==> src/ctu_pkg.sv <==
// Shared types and constants for the ciphertext unpacker.
`default_nettype none

package ctu_pkg;

    localparam int POLY_COUNT_DEFAULT = 3;
    localparam int C1_POLY_BYTES      = 320;
    localparam int C2_BYTES           = 128;
    localparam int WORK_DEPTH         = 4;
    localparam int RESULT_DEPTH       = 2;

    localparam logic [11:0] Q_MOD         = 12'd3329;
    localparam logic [1:0]  V_POLY_SELECT = 2'd3;
    localparam logic [4:0]  VALUE_BITS    = 5'd10;

    typedef enum logic
    {
        KIND_C1 = 1'b0,
        KIND_C2 = 1'b1
    } kind_t;

    // One unit of work handed from the front to the back.
    typedef struct packed
    {
        kind_t       kind;
        logic [9:0]  value;   // 10-bit value, or the c2 byte in bits 7:0
        logic [9:0]  count;   // coefficient counter for the first result
        logic        last;    // byte closes the ciphertext
    } work_t;

    typedef struct packed
    {
        logic [11:0] coefficient;
        logic [1:0]  poly_select;
        logic [7:0]  coeff_index;
        logic        run_last;
        logic        cipher_last;
    } result_t;

endpackage

`default_nettype wire

==> src/ctu_fifo.sv <==
// Small first-in first-out queue with registered storage.
`default_nettype none

module ctu_fifo #(
    parameter int WIDTH = 8,
    parameter int DEPTH = 2
) (
    input  wire logic             clk,
    input  wire logic             rst_n,
    input  wire logic             push,
    input  wire logic [WIDTH-1:0] wdata,
    output logic                  full,
    input  wire logic             pop,
    output logic [WIDTH-1:0]      rdata,
    output logic                  empty
);

    localparam int PTR_W = (DEPTH > 1) ? $clog2(DEPTH) : 1;
    localparam int CNT_W = $clog2(DEPTH + 1);

    logic [WIDTH-1:0] mem_reg [DEPTH];
    logic [PTR_W-1:0] wr_ptr_reg;
    logic [PTR_W-1:0] wr_ptr_next;
    logic [PTR_W-1:0] rd_ptr_reg;
    logic [PTR_W-1:0] rd_ptr_next;
    logic [CNT_W-1:0] count_reg;
    logic [CNT_W-1:0] count_next;
    logic             do_push;
    logic             do_pop;

    assign full    = (count_reg == CNT_W'(DEPTH));
    assign empty   = (count_reg == '0);
    assign do_push = push && !full;
    assign do_pop  = pop && !empty;
    assign rdata   = mem_reg[rd_ptr_reg];

    always_comb
    begin
        wr_ptr_next = wr_ptr_reg;
        rd_ptr_next = rd_ptr_reg;
        if (do_push)
        begin
            wr_ptr_next = (wr_ptr_reg == PTR_W'(DEPTH - 1)) ? '0 : wr_ptr_reg + 1'b1;
        end
        if (do_pop)
        begin
            rd_ptr_next = (rd_ptr_reg == PTR_W'(DEPTH - 1)) ? '0 : rd_ptr_reg + 1'b1;
        end
        case ({do_push, do_pop})
            2'b10:   count_next = count_reg + 1'b1;
            2'b01:   count_next = count_reg - 1'b1;
            default: count_next = count_reg;
        endcase
    end

    always_ff @(posedge clk or negedge rst_n)
    begin
        if (!rst_n)
        begin
            wr_ptr_reg <= '0;
            rd_ptr_reg <= '0;
            count_reg  <= '0;
        end
        else
        begin
            wr_ptr_reg <= wr_ptr_next;
            rd_ptr_reg <= rd_ptr_next;
            count_reg  <= count_next;
        end
    end

    always_ff @(posedge clk)
    begin
        if (do_push)
        begin
            mem_reg[wr_ptr_reg] <= wdata;
        end
    end

endmodule

`default_nettype wire

==> src/ctu_front.sv <==
// Byte intake: position tracking, 10-bit gearbox and work classification.
`default_nettype none

module ctu_front #(
    parameter int POLY_COUNT = ctu_pkg::POLY_COUNT_DEFAULT
) (
    input  wire logic       clk,
    input  wire logic       rst_n,
    input  wire logic       take,
    input  wire logic [7:0] cipher_byte,
    output logic            work_valid,
    output ctu_pkg::work_t  work
);

    localparam int C1_BYTES    = POLY_COUNT * ctu_pkg::C1_POLY_BYTES;
    localparam int TOTAL_BYTES = C1_BYTES + ctu_pkg::C2_BYTES;

    logic [10:0] pos_reg;
    logic [10:0] pos_next;
    logic [16:0] buf_reg;
    logic [16:0] buf_next;
    logic [4:0]  fill_reg;
    logic [4:0]  fill_next;
    logic [9:0]  count_reg;
    logic [9:0]  count_next;

    logic        in_c1;
    logic        last_byte;
    logic [16:0] buf_merged;
    logic [4:0]  fill_added;
    logic        have_value;

    assign in_c1      = (pos_reg < 11'(C1_BYTES));
    assign last_byte  = (pos_reg == 11'(TOTAL_BYTES - 1));
    assign buf_merged = buf_reg | (17'(cipher_byte) << fill_reg[3:0]);
    assign fill_added = fill_reg + 5'd8;
    assign have_value = (fill_added >= ctu_pkg::VALUE_BITS);

    always_comb
    begin
        pos_next   = pos_reg;
        buf_next   = buf_reg;
        fill_next  = fill_reg;
        count_next = count_reg;
        work_valid = 1'b0;
        work.kind  = ctu_pkg::KIND_C1;
        work.value = buf_merged[9:0];
        work.count = count_reg;
        work.last  = last_byte;
        if (take)
        begin
            pos_next = pos_reg + 1'b1;
            if (in_c1)
            begin
                buf_next  = buf_merged;
                fill_next = fill_added;
                if (have_value)
                begin
                    // peel off one 10-bit value
                    buf_next   = buf_merged >> 10;
                    fill_next  = fill_added - ctu_pkg::VALUE_BITS;
                    count_next = count_reg + 1'b1;
                    work_valid = 1'b1;
                end
            end
            else
            begin
                work.kind  = ctu_pkg::KIND_C2;
                work.value = {2'b00, cipher_byte};
                count_next = count_reg + 10'd2;
                work_valid = 1'b1;
            end
            if (last_byte)
            begin
                pos_next   = '0;
                buf_next   = '0;
                fill_next  = '0;
                count_next = '0;
            end
        end
    end

    always_ff @(posedge clk or negedge rst_n)
    begin
        if (!rst_n)
        begin
            pos_reg   <= '0;
            buf_reg   <= '0;
            fill_reg  <= '0;
            count_reg <= '0;
        end
        else
        begin
            pos_reg   <= pos_next;
            buf_reg   <= buf_next;
            fill_reg  <= fill_next;
            count_reg <= count_next;
        end
    end

endmodule

`default_nettype wire

==> src/ctu_back.sv <==
// Decompress: one coefficient per cycle, stalls on either queue.
`default_nettype none

module ctu_back (
    input  wire logic            clk,
    input  wire logic            rst_n,
    input  wire ctu_pkg::work_t  work,
    input  wire logic            work_empty,
    output logic                 work_pop,
    input  wire logic            result_full,
    output logic                 result_push,
    output ctu_pkg::result_t     result
);

    logic        phase_reg;
    logic        phase_next;
    logic        is_c2;
    logic        fire;
    logic [9:0]  x;
    logic [21:0] product;
    logic [21:0] rounded;
    logic [9:0]  idx_count;

    assign is_c2 = (work.kind == ctu_pkg::KIND_C2);
    assign fire  = !work_empty && !result_full;

    always_comb
    begin
        if (!is_c2)
        begin
            x = work.value;
        end
        else if (phase_reg)
        begin
            x = {6'd0, work.value[7:4]};
        end
        else
        begin
            x = {6'd0, work.value[3:0]};
        end
    end

    // one multiplier shared by both value widths
    assign product   = 22'(x) * 22'(ctu_pkg::Q_MOD);
    assign rounded   = is_c2 ? product + 22'd8 : product + 22'd512;
    assign idx_count = work.count + 10'(phase_reg);

    always_comb
    begin
        result_push = fire;
        work_pop    = fire && (!is_c2 || phase_reg);
        phase_next  = phase_reg;
        if (fire && is_c2)
        begin
            phase_next = !phase_reg;
        end
        if (is_c2)
        begin
            result.coefficient = rounded[15:4];
            result.poly_select = ctu_pkg::V_POLY_SELECT;
            result.run_last    = phase_reg;
            result.cipher_last = phase_reg && work.last;
        end
        else
        begin
            result.coefficient = rounded[21:10];
            result.poly_select = work.count[9:8];
            result.run_last    = 1'b1;
            result.cipher_last = 1'b0;
        end
        result.coeff_index = idx_count[7:0];
    end

    always_ff @(posedge clk or negedge rst_n)
    begin
        if (!rst_n)
        begin
            phase_reg <= 1'b0;
        end
        else
        begin
            phase_reg <= phase_next;
        end
    end

endmodule

`default_nettype wire

==> src/mlkem_ciphertext_unpack.sv <==
// ML-KEM ciphertext unpacker top level: byte decode and decompress.
//
// Feed the ciphertext one byte per beat: POLY_COUNT*320 bytes of 10-bit u coefficients,
// then 128 bytes of 4-bit v coefficients; counters return to zero after the last byte.
// Bytes are taken at one per cycle while the four-entry work queue has room. The u part
// yields at most one coefficient per byte (one per cycle); each v byte yields two, and
// the single decompress multiplier writes one coefficient per cycle into the result
// queue while it has room, so a v byte stays at the work queue head until both of its
// coefficients are written. A coefficient passes through the work queue, the decompress
// stage and the result queue before it is visible on the result ports. run_last marks the
// final coefficient of a byte and cipher_last the final coefficient of the ciphertext.
`default_nettype none

module mlkem_ciphertext_unpack #(
    parameter int POLY_COUNT = ctu_pkg::POLY_COUNT_DEFAULT
) (
    input  wire logic       clk,
    input  wire logic       rst_n,
    input  wire logic       push,
    output logic            full,
    input  wire logic [7:0] cipher_byte,
    output logic            empty,
    input  wire logic       pop,
    output logic [11:0]     coefficient,
    output logic [1:0]      poly_select,
    output logic [7:0]      coeff_index,
    output logic            run_last,
    output logic            cipher_last
);

    localparam int WORK_W   = $bits(ctu_pkg::work_t);
    localparam int RESULT_W = $bits(ctu_pkg::result_t);

    logic             take;
    logic             work_valid;
    ctu_pkg::work_t   work_in;
    ctu_pkg::work_t   work_head;
    logic [WORK_W-1:0] work_head_bits;
    logic             work_empty;
    logic             work_pop;
    logic             result_full;
    logic             result_push;
    ctu_pkg::result_t result_in;
    ctu_pkg::result_t result_head;
    logic [RESULT_W-1:0] result_head_bits;

    assign take        = push && !full;
    assign work_head   = ctu_pkg::work_t'(work_head_bits);
    assign result_head = ctu_pkg::result_t'(result_head_bits);

    ctu_front #(
        .POLY_COUNT (POLY_COUNT)
    ) u_front (
        .clk         (clk),
        .rst_n       (rst_n),
        .take        (take),
        .cipher_byte (cipher_byte),
        .work_valid  (work_valid),
        .work        (work_in)
    );

    ctu_fifo #(
        .WIDTH (WORK_W),
        .DEPTH (ctu_pkg::WORK_DEPTH)
    ) u_work_queue (
        .clk   (clk),
        .rst_n (rst_n),
        .push  (work_valid),
        .wdata (work_in),
        .full  (full),
        .pop   (work_pop),
        .rdata (work_head_bits),
        .empty (work_empty)
    );

    ctu_back u_back (
        .clk         (clk),
        .rst_n       (rst_n),
        .work        (work_head),
        .work_empty  (work_empty),
        .work_pop    (work_pop),
        .result_full (result_full),
        .result_push (result_push),
        .result      (result_in)
    );

    ctu_fifo #(
        .WIDTH (RESULT_W),
        .DEPTH (ctu_pkg::RESULT_DEPTH)
    ) u_result_queue (
        .clk   (clk),
        .rst_n (rst_n),
        .push  (result_push),
        .wdata (result_in),
        .full  (result_full),
        .pop   (pop),
        .rdata (result_head_bits),
        .empty (empty)
    );

    assign coefficient = result_head.coefficient;
    assign poly_select = result_head.poly_select;
    assign coeff_index = result_head.coeff_index;
    assign run_last    = result_head.run_last;
    assign cipher_last = result_head.cipher_last;

endmodule

`default_nettype wire

==> config.mk <==
export PLATFORM = sky130hd
export DESIGN_NAME = mlkem_ciphertext_unpack
export DESIGN_NICKNAME = d
export VERILOG_FILES = /design/src/ctu_pkg.sv /design/src/ctu_fifo.sv /design/src/ctu_front.sv /design/src/ctu_back.sv /design/src/mlkem_ciphertext_unpack.sv
export SDC_FILE = /design/constraint.sdc
export NUM_CORES = 1
export LEC_CHECK = 0
export CAP_MARGIN = 0
export CORE_ASPECT_RATIO = 0.7
export CORE_MARGIN = 2
export CORE_UTILIZATION = 40
export DETAILED_ROUTE_END_ITERATION = 12
export DONT_BUFFER_PORTS = 1
export PLACE_DENSITY_LB_ADDON = 0.05
export SETUP_SLACK_MARGIN = 0.3
export SYNTH_ARGS = -nofsm -noshare
export SYNTH_HDL_FRONTEND = slang
export SYNTH_SLANG_ARGS = --single-unit
==> constraint.sdc <==
create_clock -name clk -period 6.6 [get_ports clk]
set_input_delay 0.33 -clock clk [delete_from_list [all_inputs] [get_ports clk]]
set_output_delay 0.33 -clock clk [all_outputs]
set_load 0.02 [all_outputs]
==> results of run 1 <==
[worst paths after layout]
check / slack [ps] / depth (start not counted) / to
hold / removal: 170 / 2 / u_work_queue.mem_reg[3][13]
hold reg to reg: 500 / 2 / u_front.buf_reg[16]
setup / recovery: 1000 / 18 / u_result_queue.mem_reg[1][23]
setup reg to reg: 1000 / 18 / u_result_queue.mem_reg[1][23]
max in group asynchronous: 5920 / 2 / u_work_queue.rd_ptr_reg[0]
min in group asynchronous: 430 / 2 / u_work_queue.wr_ptr_reg[0]
[cells in the final DEF (no fill, tap or decap), types with 3 or more instances in the layout]
master,synthesis,routed
inv_1,34,34
nor3_1,14,14
nand2b_1,4,4
fa_1,7,7
ha_1,62,62
clkbuf_16,0,17
clkinv_1,2,4
xor2_1,21,21
mux4_2,21,21
or3_1,3,3
and3_1,13,13
xnor2_1,31,31
nand4_1,4,4
o31ai_1,4,4
buf_4,2,10
o22ai_1,10,10
a31oi_1,6,6
o21ai_1,3,3
and2_1,9,9
nor2b_1,16,16
a21oi_1,39,39
dfrtp_1,54,54
nor2_1,63,61
a211oi_1,11,11
edfxtp_1,136,136
nand3_1,16,16
o21ai_0,27,27
nand2_1,53,53
mux2i_1,14,14
or2_2,3,3
a311oi_1,4,4
inv_8,0,4
mux2_2,33,33
a21o_1,3,3
[metrics by stage]
| stage | setup slack, ps | instances | cell area, um2 |
|---|---|---|---|
| 6_report | 1000 | 1124 | 10900 |
| 5_1_grt | 643 | 1124 | 10900 |
| 4_1_cts | 1040 | 1124 | 10900 |
| 3_5_place_dp | 1070 | 1090 | 10300 |
| 3_3_place_gp | 1180 | 1090 | 10300 |
| 2_1_floorplan | 871 | 784 | 9910 |
[area by class of cell]
cell class	count	area share, %
clock buffers	18	3.95
clock inverters	14	1.23
repair buffers	12	1.04
flip-flops and latches	190	50.0
inverters	36	1.24
multi-input cells	529	38.8
well taps	325	3.74
[metal layers]
layer	share of wire, %	global-route usage (%)
met2	43	26.7
met4	1.0	4.50
met1	52	27.1
met5	0	0
met3	4.0	3.91
[cells in the mapped netlist (6+ instances only)]
master / n / area (um2)
edfxtp_1: 136 / 4080
nor2_1: 63 / 236
ha_1: 62 / 776
dfrtp_1: 54 / 1350
nand2_1: 53 / 199
a21oi_1: 39 / 195
inv_1: 34 / 128
mux2_2: 33 / 372
xnor2_1: 31 / 272
o21ai_0: 27 / 135
mux4_2: 21 / 473
xor2_1: 21 / 184
clkbuf_1: 20 / 75.1
nand3_1: 16 / 80.1
nor2b_1: 16 / 100
mux2i_1: 14 / 140
nor3_1: 14 / 70.1
and3_1: 13 / 81.3
a211oi_1: 11 / 82.6
o22ai_1: 10 / 62.6
and2_1: 9 / 56.3
fa_1: 7 / 140
a31oi_1: 6 / 37.5
[critical path, stage by stage (launching register included)]
cell       delay [ps]
dfrtp_1           390
mux4_2            520
buf_4             270
nor2b_1           390
ha_1              310
ha_1              270
inv_1              50
fa_1              520
inv_1              40
ha_1              280
ha_1              300
ha_1              370
nand2_1           110
o21ai_1           290
a2111oi_0         130
a311oi_1          680
nor4_2            130
xor2_1            180
mux2i_1           100
[logic make-up (layout without fill, tap and decap cells)]
kind of cell | count (synthesis) | count (layout) | share of synthesized area (%)
AOI/OAI and AO/OA | 128 | 128 | 8.13
adders and majority gates | 69 | 69 | 9.24
muxes | 68 | 68 | 9.94
buffers and inverters | 65 | 80 | 2.59
and+or+nand+nor | 212 | 212 | 10.6
DFF | 190 | 190 | 54.9
xor gates and xnor gates | 52 | 52 | 4.60
==> impl_metrics.json, run 1 <==
{
  "synthArstFlopShare_pct": 28.4,
  "yosysSeqAreaShare_pct": 54.9,
  "grt_pass1_vias": 6178,
  "critPathMaxFanout": 33,
  "diodes": 0,
  "period_share_pct": 84.8,
  "hp-class": "in -> reg",
  "worstSetupEndpointType": "flop",
  "first_pass_iters": 5,
  "max_freq_ghz": 0.179,
  "grt_pass1_wl_um": 35200,
  "finalWirelength_um": 22300,
  "cts-resized-gates": 0,
  "drc_errors": 0,
  "ys_ff_latch": 190,
  "ys_types": 63,
  "regArea_um2": 5440,
  "cts_hold_buffers": 2,
  "cts.htree.levels": 4,
  "viasPerCell": 5.49,
  "die_width_um": 192,
  "std_cell_rows": 48,
  "antenna_found_initial": 0,
  "cts_tree": "built",
  "arrival_ps": 5750,
  "grt.total_usage_pct": 18.1,
  "max_slew.worst_pin.slew_ps": 1120,
  "path_class": "reg -> reg",
  "clock_skew_ps": 6.84,
  "cts-root-buf": "clkbuf_16",
  "cts_buffers": 17,
  "worstPathRequired_ps": 6750,
  "grt_max_degree": 55,
  "multi_input_area_um2": 4220,
  "finalSetupTns_ps": 0,
  "max_slew_margin_pct": 25.2,
  "drtIter0Drc": 418,
  "numPortBuffers": 0,
  "gp_congestion": 0.799,
  "fp.dieArea_um2": 26100,
  "clk_pin_slew_ps": 70,
  "period_needed_ps": 5600,
  "clkLatencyLatePin_ps": 430,
  "die_h_um": 136,
  "hold_ws_ps": 173,
  "via_count": 6176,
  "yosys_warnings": 0,
  "dp_hpwl_um": 15600,
  "ant_nets": 0,
  "synth_flop_cell": "edfxtp_1",
  "synth_nets": 865,
  "synth_edf_count": 136,
  "largest_reg_flops": 88,
  "cp-start-kind": "flop",
  "area_growth_pct": 9.75,
  "syn_area_per_cell_um2": 12.6,
  "slew_viol_final": 0,
  "max-cap-violations": 0,
  "cts_buffer_depth": 2,
  "avgRoutedWirePerCell_um": 19.8,
  "layout-drive-gt1-share_pct": 13.4,
  "cts.sinks": 190,
  "grt_remaining_overflow": 0,
  "nets": 867,
  "netlist_area_um2": 9910,
  "postSynthCellCount": 784,
  "core_um2": 24500,
  "r2r_start": "u_work_queue.rd_ptr_reg[0]",
  "fill_cells": 2274,
  "io-pin-count": 38,
  "outcome": "complete, no violations",
  "cp-startpoint": "u_work_queue.rd_ptr_reg[0]",
  "hold_violations": 0,
  "rsz0062_at_grt": "false",
  "min_from": "cipher_byte[2]",
  "setup-violations-final": 0,
  "cts_setup_buffers": 0,
  "initial_core_util_pct": 40.4,
  "post-route-util_pct": 44.4
}
Power of run 1 is not shown: default switching activity piles up to over one toggle a cycle in this logic, so the estimate is an artifact.
==> run 2, diff against run 1 <==
--- a/config.mk
+++ b/config.mk
@@ -5,6 +5,7 @@
 export SDC_FILE = /design/constraint.sdc
 export NUM_CORES = 1
 export LEC_CHECK = 0
+export ABC_AREA = 1
 export CAP_MARGIN = 0
 export CORE_ASPECT_RATIO = 0.7
 export CORE_MARGIN = 2
==> constraint.sdc (replaced) <==
create_clock -name clk -period 5.6 [get_ports clk]
set_input_delay 0.28 -clock clk [delete_from_list [all_inputs] [get_ports clk]]
set_output_delay 0.28 -clock clk [all_outputs]
set_load 0.02 [all_outputs]
==> run 2 against run 1 <==
  * Sequential cell count unchanged
  * Critical path depth increased by 9
  * Worst setup slack got worse by 330 ps
  * Fmax increased by 14%
  * Clock skew increased by 7.3 ps
  * Wire length increased by 8.5%
  * Highest routed layer unchanged
  * Utilization increased by 0.29 points
  * First-iteration DRC count increased by 10%
  * Area after synthesis increased by 4.9%
  * Clock-buffer cell count decreased by 1
==> impl_metrics.json, run 2 <==
{
  "ys_types": 57,
  "crit_path_max_incr_delay_ps": 530,
  "nets": 1192,
  "area_growth_pct": 10.1,
  "period_share_pct": 88.0,
  "finalSetupTns_ps": 0,
  "yosys_warnings": 0,
  "max_slew.worst_pin.slew_ps": 982,
  "largest_reg_flops": 88,
  "cts_tree": "built",
  "synth_flop_cell": "edfxtp_1",
  "hold_depth": 2,
  "first_pass_iters": 5,
  "cp-start-kind": "flop",
  "crit_path_top_delay_cell": "fa_1",
  "arrival_ps": 5120,
  "antenna_found_initial": 1,
  "final_common_cell": "nand2_1",
  "path_class": "reg -> reg",
  "hold_violations": 0,
  "setup-violations-final": 0,
  "syn_area_per_cell_um2": 9.41,
  "via_count": 7262,
  "clk_pin_slew_ps": 80,
  "ys_top_cells_by_area": "edfxtp_1 (39%), dfrtp_1 (13%), nand2_1 (11%)",
  "rsz0062_at_grt": "false",
  "yosysSeqAreaShare_pct": 52.3,
  "worstSetupEndpointType": "flop",
  "grt_max_degree": 55,
  "crit_path_frequent_cell": "nand2_1",
  "postSynthCellCount": 1105,
  "hp-class": "in -> reg",
  "reg2regPathDepth": 27,
  "netlist_area_um2": 10400,
  "synthArstFlopShare_pct": 28.4,
  "max_slew_margin_pct": 33.8,
  "gp_congestion": 0.855,
  "drc_errors": 0,
  "clkLatencyLatePin_ps": 440,
  "initial_core_util_pct": 40.6,
  "avgRoutedWirePerCell_um": 16.6,
  "core_um2": 25600,
  "grt_remaining_overflow": 0,
  "dp_hpwl_um": 17300,
  "layout-drive-gt1-share_pct": 9.07,
  "grt_pass1_vias": 6864,
  "synth_nets": 1186,
  "critPathMaxFanout": 16,
  "ant_nets": 0,
  "synth_top_cell_by_area": "edfxtp_1",
  "hold_ws_ps": 57.3,
  "outcome": "complete, no violations",
  "synth_edf_count": 136,
  "max-cap-violations": 0,
  "cts_buffers": 17,
  "cts-root-buf": "clkbuf_16",
  "io-pin-count": 38,
  "cts.htree.levels": 4,
  "std_cell_rows": 49,
  "slew_viol_final": 0,
  "synth_top_cell_area_share_pct": 39.3,
  "die_width_um": 197,
  "fp.dieArea_um2": 27300,
  "grt.total_usage_pct": 18.5,
  "final_cell_mix": "nand2_1 (290), edfxtp_1 (136), inv_1 (126), nor2_1 (83), o21ai_0 (79)",
  "max_freq_ghz": 0.203,
  "cts_buffer_depth": 2,
  "ys_ff_latch": 190,
  "cts.sinks": 190,
  "viasPerCell": 4.99,
  "worstPathRequired_ps": 5790,
  "period_needed_ps": 4930,
  "drtIter0Drc": 460,
  "numPortBuffers": 0,
  "finalWirelength_um": 24200,
  "die_h_um": 139,
  "clock_skew_ps": 14.1,
  "synth_commonest_cells": "nand2_1 (291), edfxtp_1 (136), inv_1 (127)",
  "grt_pass1_wl_um": 39300,
  "diodes": 0,
  "synth.most_common_cell": "nand2_1"
}
[run 2: cell families (layout without fill, tap and decap cells)]
family / count (synthesis) / in the layout / synth area share (%)
adders and majority gates: 69 / 69 / 8.81
DFF: 190 / 190 / 52.3
buffers and inverters: 164 / 183 / 6.45
xor gates and xnor gates: 23 / 23 / 1.94
AOI/OAI and AO/OA: 164 / 164 / 9.33
muxes: 2 / 2 / 0.205
and+or+nand+nor: 493 / 493 / 21.0
[run 2: final timing paths]
check | start | end | slack (ps)
hold reg to reg | u_work_queue.count_reg[0] | u_work_queue.count_reg[0] | 480
max in group asynchronous | rst_n | u_front.buf_reg[3] | 4960
setup / recovery | u_work_queue.rd_ptr_reg[0] | u_result_queue.mem_reg[1][23] | 670
hold / removal | pop | u_result_queue.rd_ptr_reg | 60
min in group asynchronous | rst_n | u_result_queue.count_reg[1] | 330
setup reg to reg | u_work_queue.rd_ptr_reg[0] | u_result_queue.mem_reg[1][23] | 670
[run 2: area by class of cell]
| cell class | count | area [um2] |
|---|---|---|
| clock buffer | 17 | 425 |
| clock inverter | 15 | 169 |
| fill | 2493 | 14200 |
| inverter | 134 | 513 |
| multi-input combinational | 751 | 4340 |
| sequential | 190 | 5440 |
| tap | 331 | 414 |
| timing repair buffer | 17 | 150 |
[run 2: per-stage QoR]
stage | utilization, % | setup slack [ps] | instances | cell area [um2]
after global routing | 44.7 | 318 | 1455 | 11400
after CTS | 44.5 | 471 | 1455 | 11400
after detailed placement | 42.1 | 499 | 1421 | 10800
after global placement | 42.1 | 561 | 1421 | 10800
final | 44.7 | 674 | 1455 | 11400
after floorplan | - | 936 | 1105 | 10400
[run 2: repair_timing]
| item | in CTS | in global routing |
|---|---|---|
| hold buffers | 2 | 0 |
| hold endpoints to repair | 54 | 0 |
| resized for setup | 0 | 11 |
| buffers inserted | 0 | 0 |
| setup endpoints to repair | 0 | 8 |
[run 2: worst max-delay path, delay by kind of cell, from the launching register on]
family | cells | cell delay, ps
AO/OA/AOI/OAI | 1 | 210
adder cells (fa/ha/maj) | 6 | 2020
buffers and inverters | 6 | 690
AND/OR/NAND/NOR | 14 | 1290
flip-flops | 1 | 430
[run 2: metal layers]
metal	vias to the layer above	routed length [um]	global-route usage, %
li1	3724	-	-
met1	3390	13200	29.7
met2	137	9680	25.4
met3	11	1160	4.04
met4	0	136	3.32
met5	-	0	0
Power of run 2 is left out for the same reason.
==> run 3, diff against run 2 <==
--- a/config.mk
+++ b/config.mk
@@ -12,6 +12,8 @@
 export CORE_UTILIZATION = 40
 export DETAILED_ROUTE_END_ITERATION = 12
 export DONT_BUFFER_PORTS = 1
+export GPL_ROUTABILITY_DRIVEN = 1
+export MAX_ROUTING_LAYER = met4
 export PLACE_DENSITY_LB_ADDON = 0.05
 export SETUP_SLACK_MARGIN = 0.3
 export SYNTH_ARGS = -nofsm -noshare
==> constraint.sdc (replaced) <==
create_clock -name clk -period 4.6 [get_ports clk]
set_input_delay 0.23 -clock clk [delete_from_list [all_inputs] [get_ports clk]]
set_output_delay 0.23 -clock clk [all_outputs]
set_load 0.02 [all_outputs]
==> run 3 against run 2 <==
  * Fmax grew 15%
  * Worst hold slack gained 37 ps
  * Global-route usage grew 0.94 points
  * Clock-buffer cell count grew 1
  * Sequential cell count is the same
  * Highest routed layer unchanged
==> impl_metrics.json, run 3 (synthesis gave the netlist of run 2 again) <==
{
  "outcome": "complete, no violations",
  "hp-class": "in -> reg",
  "die_h_um": 139,
  "finalSetupTns_ps": 0,
  "grt_pass1_wl_um": 39800,
  "diodes": 0,
  "final_cell_mix": "nand2_1 (253), edfxtp_1 (136), inv_1 (109), o21ai_0 (72), nor2_1 (69)",
  "core_um2": 25600,
  "cts_tree": "built",
  "worstPathRequired_ps": 4800,
  "avgRoutedWirePerCell_um": 16.6,
  "setup-violations-final": 0,
  "antenna_found_initial": 0,
  "slew_viol_final": 0,
  "grt_max_degree": 55,
  "period_share_pct": 93.1,
  "drc_errors": 0,
  "die_width_um": 197,
  "grt.total_usage_pct": 19.4,
  "arrival_ps": 4480,
  "rsz0062_at_grt": "true",
  "critPathMaxFanout": 7,
  "initial_core_util_pct": 40.6,
  "ant_nets": 0,
  "grt_remaining_overflow": 0,
  "drtIter0Drc": 452,
  "layout-drive-gt1-share_pct": 24.5,
  "path_class": "reg -> reg",
  "cts.sinks": 190,
  "max_slew.worst_pin.slew_ps": 1120,
  "numPortBuffers": 0,
  "cts_buffers": 17,
  "max_freq_ghz": 0.234,
  "gp_congestion": 0.884,
  "first_pass_iters": 5,
  "period_needed_ps": 4280,
  "cts.htree.levels": 4,
  "final_common_cell": "nand2_1",
  "reg2regPathDepth": 26,
  "hold_violations": 0,
  "max_slew_margin_pct": 24.5,
  "cts-root-buf": "clkbuf_16",
  "area_growth_pct": 22.7,
  "via_count": 7555,
  "io-pin-count": 38,
  "hold_depth": 2,
  "clkLatencyLatePin_ps": 440,
  "cts_buffer_depth": 2,
  "worstSetupEndpointType": "flop",
  "grt_pass1_vias": 6932,
  "ff2ff_setup_slack_ps": 320,
  "largest_reg_flops": 88,
  "std_cell_rows": 49,
  "dp_hpwl_um": 17700,
  "clk_pin_slew_ps": 70,
  "viasPerCell": 4.98,
  "fp.dieArea_um2": 27300,
  "nets": 1253,
  "max-cap-violations": 0,
  "clock_skew_ps": 11.9,
  "cp-start-kind": "flop",
  "finalWirelength_um": 25200
}
==> run 3: layout make-up <==
| class | instances | area [um2] |
|---|---|---|
| clock inverters | 14 | 165 |
| fillers | 2343 | 12900 |
| multi-input cells | 751 | 5110 |
| flip-flops and latches | 190 | 5440 |
| well taps | 331 | 414 |
| clock buffers | 18 | 429 |
| repair buffers | 78 | 677 |
| inverters | 134 | 526 |
==> run 3: metrics by stage <==
| stage | std cells | worst slack (ps) | hold WS, ps | util (%) | instance area, um2 |
|---|---|---|---|---|---|
| after global placement | 1465 | 27.7 | -64.6 | 43.7 | 11200 |
| final | 1516 | 318 | 94.3 | 49.8 | 12800 |
| after detailed placement | 1465 | 62.2 | -64.3 | 43.7 | 11200 |
| after global routing | 1516 | 126 | 108 | 49.8 | 12800 |
| after CTS | 1507 | 301 | 66.8 | 47.4 | 12100 |
| after floorplan | 1105 | 332 | -65.6 | - | 10500 |
==> run 3: path summary, 6_finish.rpt <==
path | startpoint | end
max | u_work_queue.rd_ptr_reg[0] | u_result_queue.mem_reg[0][23]
min | cipher_byte[6] | u_work_queue.mem_reg[2][17]
min reg2reg | u_work_queue.count_reg[0] | u_work_queue.count_reg[0]
max reg2reg | u_work_queue.rd_ptr_reg[0] | u_result_queue.mem_reg[0][23]
max in group asynchronous | rst_n | u_front.pos_reg[0]
min in group asynchronous | rst_n | u_result_queue.rd_ptr_reg
==> run 3: per-layer routing <==
metal	up-vias	track usage [%]	share of wire (%)
li1	3859	-	-
met1	3516	31.0	55
met2	162	24.5	39
met3	18	4.33	5.3
met4	0	4.16	0.91
met5	-	-	0
==> run 3: timing repair <==
action,4_1_cts,5_1_grt
cloned,0,0
resized for setup,61,119
endpoints found under the hold margin,55,0
pin swaps,23,60
endpoints found under the setup margin,12,16
buffers inserted,7,9
hold buffers,3,0
==> run 3: critical path, cell delays in order (launching register included) <==
cell      delay [ps]
dfrtp_2          450
buf_12           160
nand2_4           60
nand3_4           60
nand2_4          120
clkinv_8          90
nor2_4           160
ha_4             230
ha_4             250
inv_2             40
fa_1             540
inv_2             50
ha_4             270
ha_4             200
ha_4             280
nand2_4           80
inv_1             70
a21oi_4          170
nand3_2           90
nand2_2          110
nand3_2          110
nor2_4           180
nand2_1           60
nand2_1           50
nand2_1           40
nand2_1           60
nand2_2           50
Power of run 3 is left out for the same reason.
